$ cat config.mk
export PLATFORM = sky130hd
export DESIGN_NAME = threshold_gate_edge_pulser
export DESIGN_NICKNAME = d
export VERILOG_FILES = /design/src/rtl/tgep_pkg.sv /design/src/rtl/threshold_gate_edge_pulser.sv
export SDC_FILE = /design/constraint.sdc
export NUM_CORES = 1
export LEC_CHECK = 0
export ABC_AREA = 1
export BUFFER_PORTS_ARGS = -buffer_cell sky130_fd_sc_hd__buf_4
export CAP_MARGIN = 20
export CORE_MARGIN = 3
export CORE_UTILIZATION = 50
export CTS_BUF_LIST = sky130_fd_sc_hd__clkbuf_8
export CTS_CLUSTER_DIAMETER = 30
export DETAILED_ROUTE_END_ITERATION = 8
export GPL_TIMING_DRIVEN = 1
export HOLD_SLACK_MARGIN = 0.1
export PLACE_DENSITY = 0.7
export SYNTH_ARGS = -nofsm -noshare
export SYNTH_HDL_FRONTEND = slang
export SYNTH_SLANG_ARGS = --single-unit
$ cat constraint.sdc
create_clock -name clock -period 7.8 [get_ports clock]
set_input_delay 1.17 -clock clock [delete_from_list [all_inputs] [get_ports clock]]
set_output_delay 1.17 -clock clock [all_outputs]
set_load 0.05 [all_outputs]
$ cat src/rtl/tgep_pkg.sv
// ----------------------------------------------------------------------------
// Threshold gate edge pulser package
// Shared widths, reset values and register indexes of the edge pulser.
// ----------------------------------------------------------------------------
`default_nettype none

package tgep_pkg;

   // default widths of the sample path and of the pulse countdowns
   localparam int SAMPLE_BITS_DEF = 16;
   localparam int COUNT_BITS_DEF  = 16;

   // register reset values, cut to the configured widths where they are used
   localparam int THRESHOLD_RESET     = 16384;
   localparam int PULSE_SAMPLES_RESET = 0;
   localparam int TRIGGER_LEVEL_RESET = 32767;
   localparam int PULSE_LEVEL_RESET   = 32767;

   // register index carried on the csr write channel
   localparam int CSR_INDEX_BITS = 2;

   typedef enum logic [CSR_INDEX_BITS-1:0] {
      CSR_THRESHOLD     = 2'd0,
      CSR_PULSE_SAMPLES = 2'd1,
      CSR_TRIGGER_LEVEL = 2'd2,
      CSR_PULSE_LEVEL   = 2'd3
   } csr_index_type;

endpackage : tgep_pkg

`default_nettype wire

$ cat src/rtl/threshold_gate_edge_pulser.sv
// ----------------------------------------------------------------------------
// Threshold gate edge pulser
// Compares each signed sample with a threshold and gives gate, hold and
// edge pulse outputs with stretched plateaus after each edge.
// ----------------------------------------------------------------------------
// Usage:
//   req_* carries one signed sample per transfer. rsp_* carries one result per
//   sample: gate, inverted gate, hold, up, down and their sum, packed in
//   rsp_tdata. csr_* writes the four registers (threshold, pulse length,
//   trigger level, pulse level); it is always ready and should only be used
//   while no result is outstanding.
//   The result is registered and appears in the cycle after its sample transfer.
//   Throughput: one sample per cycle while results are taken. The compare, the equality check and the
//   two countdown updates sit between the sample input and the result
//   register, so the result register is the only pipeline stage.
//   Stall: while rsp_tvalid is high and rsp_tready low the result holds and
//   req_tready drops; when the result is taken a new sample may be accepted
//   in the same cycle.
//   Reset: registers return to threshold 2^14, pulse length 0, levels 32767;
//   edge state, previous sample and countdowns clear, and the result register
//   empties. The first sample after reset has no hold and counts as a rising
//   edge if it is above the threshold.
// ----------------------------------------------------------------------------
`default_nettype none

module threshold_gate_edge_pulser #(
   parameter int SAMPLE_BITS = tgep_pkg::SAMPLE_BITS_DEF,
   parameter int COUNT_BITS  = tgep_pkg::COUNT_BITS_DEF,
   localparam int CSR_DATA_BITS = (SAMPLE_BITS > COUNT_BITS) ? SAMPLE_BITS : COUNT_BITS,
   localparam int RSP_BITS      = 6 * SAMPLE_BITS + 4,
   localparam int RSP_DATA_BITS = ((RSP_BITS + 7) / 8) * 8,
   localparam int REQ_DATA_BITS = ((SAMPLE_BITS + 7) / 8) * 8
) (
   input  wire                              clock,
   input  wire                              reset,
   // sample stream
   input  wire                              req_tvalid,
   output logic                             req_tready,
   input  wire  [REQ_DATA_BITS-1:0]         req_tdata,   // sample
   // result stream
   output logic                             rsp_tvalid,
   input  wire                              rsp_tready,
   // gate_out, inv_gate_out, hold_out, up_out, down_out, both_edges_out, pad
   output logic [RSP_DATA_BITS-1:0]         rsp_tdata,
   // register writes
   input  wire                              csr_valid,
   output logic                             csr_ready,
   input  tgep_pkg::csr_index_type          csr_index,
   input  wire  [CSR_DATA_BITS-1:0]         csr_data
);

   import tgep_pkg::*;

   // configuration registers
   logic signed [SAMPLE_BITS-1:0] threshold_ff;
   logic        [COUNT_BITS-1:0]  pulse_samples_ff;
   logic signed [SAMPLE_BITS-1:0] trigger_level_ff;
   logic signed [SAMPLE_BITS-1:0] pulse_level_ff;

   // edge and hold state
   logic                          was_high_ff, was_high_in;
   logic                          have_previous_ff;
   logic signed [SAMPLE_BITS-1:0] previous_sample_ff;
   logic        [COUNT_BITS-1:0]  up_remaining_ff, up_remaining_in;
   logic        [COUNT_BITS-1:0]  down_remaining_ff, down_remaining_in;

   // result register
   logic                          rsp_valid_ff, rsp_valid_in;
   logic [RSP_DATA_BITS-1:0]      rsp_data_ff, rsp_data_in;

   logic                          req_accept;
   logic                          rsp_accept;
   logic                          csr_accept;

   logic signed [SAMPLE_BITS-1:0] sample;
   logic                          high;
   logic                          rising;
   logic                          falling;
   logic                          same;
   logic        [COUNT_BITS-1:0]  up_count;
   logic        [COUNT_BITS-1:0]  down_count;
   logic signed [SAMPLE_BITS-1:0] gate_val;
   logic signed [SAMPLE_BITS-1:0] inv_gate_val;
   logic signed [SAMPLE_BITS-1:0] hold_val;
   logic signed [SAMPLE_BITS:0]   up_val;
   logic signed [SAMPLE_BITS:0]   down_val;
   logic signed [SAMPLE_BITS+1:0] both_val;

   // handshakes
   assign rsp_accept = rsp_valid_ff & rsp_tready;
   assign req_tready = ~rsp_valid_ff | rsp_tready;
   assign req_accept = req_tvalid & req_tready;
   assign csr_ready  = 1'b1;
   assign csr_accept = csr_valid & csr_ready;

   // register writes
   always_ff @(posedge clock) begin
      if (reset) begin
         threshold_ff     <= SAMPLE_BITS'(THRESHOLD_RESET);
         pulse_samples_ff <= COUNT_BITS'(PULSE_SAMPLES_RESET);
         trigger_level_ff <= SAMPLE_BITS'(TRIGGER_LEVEL_RESET);
         pulse_level_ff   <= SAMPLE_BITS'(PULSE_LEVEL_RESET);
      end else if (csr_accept) begin
         unique case (csr_index)
            CSR_THRESHOLD:     threshold_ff     <= csr_data[SAMPLE_BITS-1:0];
            CSR_PULSE_SAMPLES: pulse_samples_ff <= csr_data[COUNT_BITS-1:0];
            CSR_TRIGGER_LEVEL: trigger_level_ff <= csr_data[SAMPLE_BITS-1:0];
            CSR_PULSE_LEVEL:   pulse_level_ff   <= csr_data[SAMPLE_BITS-1:0];
            default: ;
         endcase
      end
   end

   // compare and edge detection
   assign sample  = req_tdata[SAMPLE_BITS-1:0];
   assign high    = sample > threshold_ff;
   assign rising  = high & ~was_high_ff;
   assign falling = ~high & was_high_ff;
   assign same    = have_previous_ff & (sample == previous_sample_ff);
   assign was_high_in = high;

   // countdowns: reload on an edge, then plateau and decrement while nonzero
   always_comb begin
      up_count   = rising  ? pulse_samples_ff : up_remaining_ff;
      down_count = falling ? pulse_samples_ff : down_remaining_ff;
      up_remaining_in   = (up_count != '0)   ? up_count - 1'b1   : up_count;
      down_remaining_in = (down_count != '0) ? down_count - 1'b1 : down_count;
   end

   // output levels
   always_comb begin
      gate_val     = high  ? trigger_level_ff : '0;
      inv_gate_val = high  ? '0 : trigger_level_ff;
      hold_val     = same  ? trigger_level_ff : '0;
      up_val       = (rising ? (SAMPLE_BITS+1)'(trigger_level_ff) : '0)
                   + ((up_count != '0) ? (SAMPLE_BITS+1)'(pulse_level_ff) : '0);
      down_val     = (falling ? (SAMPLE_BITS+1)'(trigger_level_ff) : '0)
                   + ((down_count != '0) ? (SAMPLE_BITS+1)'(pulse_level_ff) : '0);
      both_val     = (SAMPLE_BITS+2)'(up_val) + (SAMPLE_BITS+2)'(down_val);
   end

   // result packing, zero padded to whole bytes, and result register control
   always_comb begin
      rsp_data_in = RSP_DATA_BITS'({both_val, down_val, up_val,
                                    hold_val, inv_gate_val, gate_val});
      if (req_accept) begin
         rsp_valid_in = 1'b1;
      end else if (rsp_accept) begin
         rsp_valid_in = 1'b0;
      end else begin
         rsp_valid_in = rsp_valid_ff;
      end
   end

   // state and result registers
   always_ff @(posedge clock) begin
      if (reset) begin
         was_high_ff       <= 1'b0;
         have_previous_ff  <= 1'b0;
         previous_sample_ff <= '0;
         up_remaining_ff   <= '0;
         down_remaining_ff <= '0;
         rsp_valid_ff      <= 1'b0;
      end else begin
         rsp_valid_ff <= rsp_valid_in;
         if (req_accept) begin
            was_high_ff        <= was_high_in;
            have_previous_ff   <= 1'b1;
            previous_sample_ff <= sample;
            up_remaining_ff    <= up_remaining_in;
            down_remaining_ff  <= down_remaining_in;
         end
      end
   end

   // result payload
   always_ff @(posedge clock) begin
      if (req_accept) begin
         rsp_data_ff <= rsp_data_in;
      end
   end

   assign rsp_tvalid = rsp_valid_ff;
   assign rsp_tdata  = rsp_data_ff;

`ifndef NO_ASSERTIONS
   // a held result blocks new samples
   assert property (@(posedge clock) disable iff (reset)
      (rsp_valid_ff && !rsp_tready) |-> !req_accept)
      else $error("sample taken while result stalled");

   // every accepted sample leaves a result waiting
   assert property (@(posedge clock) disable iff (reset)
      req_accept |=> rsp_valid_ff)
      else $error("result missing after sample transfer");

   // gate and inverted gate are never both set
   assert property (@(posedge clock) disable iff (reset)
      rsp_valid_ff |-> (rsp_data_ff[SAMPLE_BITS-1:0] == '0 ||
                        rsp_data_ff[2*SAMPLE_BITS-1:SAMPLE_BITS] == '0))
      else $error("gate and inverted gate both active");
`endif

endmodule : threshold_gate_edge_pulser

`default_nettype wire

Word-level counts from Yosys, hierarchy flattened
Cells that the tools add are included.

Muxes and demuxes: 10. Equality and inequality tests: 4. Bitwise gates (word level): 9. Order comparisons: 1. Reductions and logical operators: 8. Add/sub/neg operators: 5.

Operator list (number): 2-to-1 mux 17 bit (4); 2-to-1 mux 16 bit (4); adder 17 bit (2); nonzero test 16 bit (2); subtractor 16 x 1 -> 16 bit, second input constant (2); adder 17 x 17 -> 18 bit (1); equality test 16 bit (1); greater-than comparator 16 bit (1); AND reduction 2 bit (4); AND 1 bit (5); equality test 2 bit, second input constant (2); inverter 1 bit (3); equality test 2 x 1 -> 1 bit, second input constant (1); logical NOT 2 bit (1); 2-to-1 mux 1 bit (2); nonzero test 2 bit (1); OR 1 bit (1).

Bits of input ports: 39. Output and inout port bits: 107. Register bits after elaboration: 215. Word-level logic and storage cells: 51.

Depth between registers and ports, before layout
Depth after elaboration: 8. Depth in mapped cells: 49. Depth with buffers taken out: 47.

Worst setup path after synthesis
OpenSTA, ideal clock, no wires.

Kind: input -> register. Start: input req_tdata[15]. End: register rsp_data_ff[99], in the netlist rsp_tdata[99], data pin. Stages: 39. Arrival time: 6.468 ns. Data required time: 7.545 ns. Path slack: 1.077 ns. Setup time: 0.255 ns. Cell sequence: ha_1 a21oi_1 o21ai_0 a21oi_1 nand3_1 nand2_4 nand3_4 buf_6 buf_4 nand2_1 o21ai_2 ha_1 nand3_2 nor2_4 nand2_2 inv_2 buf_4 nor2_1 [3 not listed] nor2_1 a211oi_1 o21ai_0 a21oi_1 o21ai_0 nand2_1 nand2_1 a21oi_1 o21ai_0 nand2_1 a21boi_0 inv_1 ha_1 a21oi_1 o21ai_0 xor2_1 o21ai_0 inv_1.

RTL lines: start, declared (line threshold_gate_edge_pulser.sv:39) `input wire [REQ_DATA_BITS-1:0] req_tdata,`; greater-than comparator 16 bit (*) (line threshold_gate_edge_pulser.sv:116) `assign high = sample > threshold_ff;`; AND 1 bit (*) (line threshold_gate_edge_pulser.sv:117) `assign rising = high & ~was_high_ff;`; 2-to-1 mux 16 bit (line threshold_gate_edge_pulser.sv:124) `up_count = rising ? pulse_samples_ff : up_remaining_ff;`; nonzero test 16 bit (line threshold_gate_edge_pulser.sv:136) `+ ((up_count != '0) ? (SAMPLE_BITS+1)'(pulse_level_ff) : '0);`; 2-to-1 mux 17 bit (line threshold_gate_edge_pulser.sv:136); adder 17 bit (*) (line threshold_gate_edge_pulser.sv:136); named net up_val[16] (line threshold_gate_edge_pulser.sv:85) `logic signed [SAMPLE_BITS:0] up_val;`; adder 17 x 17 -> 18 bit (*) (line threshold_gate_edge_pulser.sv:139) `both_val = (SAMPLE_BITS+2)'(up_val) + (SAMPLE_BITS+2)'(down_val);`; named net both_val[17] (line threshold_gate_edge_pulser.sv:87) `logic signed [SAMPLE_BITS+1:0] both_val;`; end signal, assigned (line threshold_gate_edge_pulser.sv:179) `rsp_data_ff <= rsp_data_in;`; end, declared (line threshold_gate_edge_pulser.sv:69) `logic [RSP_DATA_BITS-1:0] rsp_data_ff, rsp_data_in;`.

Mark *: on every way through the listed nets, which the timed path passes. The rest lies on a longest branch. A chain may end at the register's enable or synchronous reset.

Worst setup path in the final report
Start: input req_tdata[15]. End: register rsp_data_ff[98], in the netlist rsp_tdata[98], data pin.

Same word-level chain as after synthesis.

==> flow_metrics.tcl <==
set metrics [dict create \
    wirelength_um 31800 \
    cp_slowest_cell "ha_1" \
    final_cells 2046 \
    core-area_um2 23700 \
    maxCapViolCount 0 \
    cts_hold_buf 0 \
    rsz0062_at_grt "no" \
    synth_most_common_cell "nand2_1" \
    finalNetCount 1796 \
    period_minus_slack_ps 7100 \
    numCtsBuffers 49 \
    synth_edf_count 100 \
    crit_type "primary input to flop" \
    cts_max_level 2 \
    ys_async_sr_fraction_pct 0 \
    grt_max_degree 69 \
    fin_area_um2 14500 \
    crit_fanout 27 \
    vias 10500 \
    cts_tree "built" \
    dpl.hpwl_um 23500 \
    setup_tns_ps 0 \
    grt_pass1_wl_um 51200 \
    ir_worst_vdd_mv 0.207 \
    cts-resized-gates 0 \
    setup_viol 0 \
    skew_ps 27.7 \
    synth_top_area_share_pct 24.7 \
    ys_seq_elements 215 \
    register_area_um2 5310 \
    yosysWarnings 0 \
    cts_buffer_depth 3 \
    synth_area_leaders "edfxtp_1, dfxtp_1, nand2_1, ha_1, inv_1" \
    drtPass1Iterations 5 \
    reg2reg_slack_ps 1070 \
    placed_cell_area_um2 13400 \
    cpMostUsedCell "nand2_1" \
    period_share_pct 91.0 \
    end_kind "flop" \
    grt_overflow 0 \
    grt_pass1_vias 10100 \
    holdWs_ps 458 \
    pin_count 146 \
    post_drt_wl_per_cell_um 15.5 \
    fp.dieW_um 162 \
    place_congestion 0.953 \
    ys_seq_area_share_pct 43.7 \
    drv_slew 0 \
    track_usage_pct 24.0 \
    synth_common_cells "nand2_1, inv_1, nor2_1" \
    drt_iter0_drc 648 \
    syn_avg_cell_area_um2 7.90 \
    cts_root_buf "clkbuf_8" \
    nFillCells 2193 \
    drc 0 \
    netlist_instances 1538 \
    tightest_slew_ps 957 \
    dp.cells 1956 \
    powerDensity_nw_per_um2 357 \
    p_leak_nw 7.01 \
    ant_nets 0 \
    row_count 56 \
    die_h_um 162 \
    timing.fmax_mhz 141 \
    synth-main-ff-cell "dfxtp_1" \
    diodes 0 \
    status "finished clean" \
    cp.required_ps 8120 \
    vias_per_cell 5.13 \
    clock_latency_ps 570 \
    area_growth_pct 19.7 \
    path_clk_slew_ps 60 \
    hold_viol_final 0 \
    hp-class "flop to flop" \
    slew_headroom_pct 36.0 \
    multi_input_area_um2 5770 \
    critical-path-max-stage-delay_ps 350 \
    pre_cts_slack_ps 222 \
    setup_slack_ps 699 \
    cts_setup_buffers 0 \
    portBuffers 140 \
    start_util_pct 51.3 \
    antenna_found_initial 1 \
    synth_top_area_cell "edfxtp_1" \
    clock_sinks 215 \
    start_kind "primary input" \
    syn-cell-area_um2 12100 \
    ys_types 48 \
    drive_above_1_share_pct 16.3 \
    arrival_ps 7420 \
    dieArea_um2 26200 \
]
[layout make-up]
type	instances	share of cell area, %
sequential	215	36.5
inverter	201	5.24
tap	319	2.75
timing repair buffer	158	8.16
clock buffer	58	5.49
clock inverter	32	2.18
multi-input combinational	1063	39.7
[power breakdown]
group	switching (mW)	total [mW]	internal (mW)	leakage, nW
Clock	0.549	1.40	0.856	0.588
Sequential	0.0608	1.53	1.47	1.92
Combinational	1.51	2.25	0.741	4.50
[flip-flops by register name, indices dropped and copies added (netlist names)]
name and count:
down_remaining_ff 16, have_previous_ff 1, previous_sample_ff 16, pulse_level_ff 16
pulse_samples_ff 16, rsp_tdata 100, rsp_tvalid 1, threshold_ff 16
trigger_level_ff 16, up_remaining_ff 16, was_high_ff 1
[per-layer routing]
| layer | global-route usage [%] | routed length (um) |
|---|---|---|
| met1 | 31.5 | 14100 |
| met2 | 39.3 | 14600 |
| met3 | 4.62 | 2000 |
| met4 | 9.27 | 1070 |
| met5 | 0 | 13 |
[through the flow]
stage / util [%] / total power, mW
global placement: 56.7 / 3.76
global route: 61.4 / 5.52
CTS: 61.4 / 5.21
floorplan: - / 3.26
finish: 61.4 / 5.18
detailed placement: 56.7 / 3.80
[logic make-up (layout without fill, tap and decap cells)]
group / count (synthesis) / after routing / share of synthesized area [%]
other: 2 / 5 / 0.0618
AOI/OAI and AO/OA: 310 / 310 / 13.9
DFF: 215 / 215 / 43.7
and+or+nand+nor: 628 / 628 / 22.5
buffers and inverters: 263 / 449 / 8.97
adders and majority gates: 69 / 69 / 7.29
xor gates and xnor gates: 51 / 51 / 3.68
[cell usage in the layout (no fill, tap or decap), drive strengths merged]
| master | n |
|---|---|
| nor3 | 6 |
| clkinvlp | 3 |
| a22oi | 1 |
| inv | 207 |
| nand3 | 64 |
| clkbuf | 58 |
| clkinv | 18 |
| dfxtp | 115 |
| o211ai | 18 |
| a31oi | 2 |
| a21oi | 144 |
| a221oi | 3 |
| ha | 66 |
| a21o | 5 |
| nand2 | 321 |
| o2bb2ai | 1 |
| or2 | 2 |
| xor2 | 35 |
| xnor2 | 16 |
| bufinv | 5 |
| a221o | 1 |
| buf | 158 |
| o21bai | 4 |
| nor2 | 204 |
| a211oi | 4 |
| o21a | 1 |
| o21ai | 121 |
| edfxtp | 100 |
| conb | 5 |
| fa | 3 |
| o22ai | 4 |
| nand3b | 3 |
| nand4 | 27 |
| a21boi | 1 |
| nor4 | 1 |
[worst paths after layout]
| path | startpoint | endpoint | depth (start not counted) |
|---|---|---|---|
| worst max register to register | threshold_ff[15]$_SDFFE_PP0P_ | rsp_tdata[98]$_DFFE_PP_ | 37 |
| worst max-delay path | req_tdata[15] | rsp_tdata[98]$_DFFE_PP_ | 37 |
| worst min register to register | threshold_ff[7]$_SDFFE_PP0P_ | threshold_ff[7]$_SDFFE_PP0P_ | 2 |
| worst min-delay path | threshold_ff[7]$_SDFFE_PP0P_ | threshold_ff[7]$_SDFFE_PP0P_ | 2 |
[worst max-delay path: cells and delay by family]
family                   cells  cell delay [ps]
buffers and inverters        4              740
AO/OA/AOI/OAI               12             2250
AND/OR/NAND/NOR             17             1970
adder cells (fa/ha/maj)      3             1020
XOR/XNOR                     1              250
Note: power is estimated with default switching activity, not from simulation.
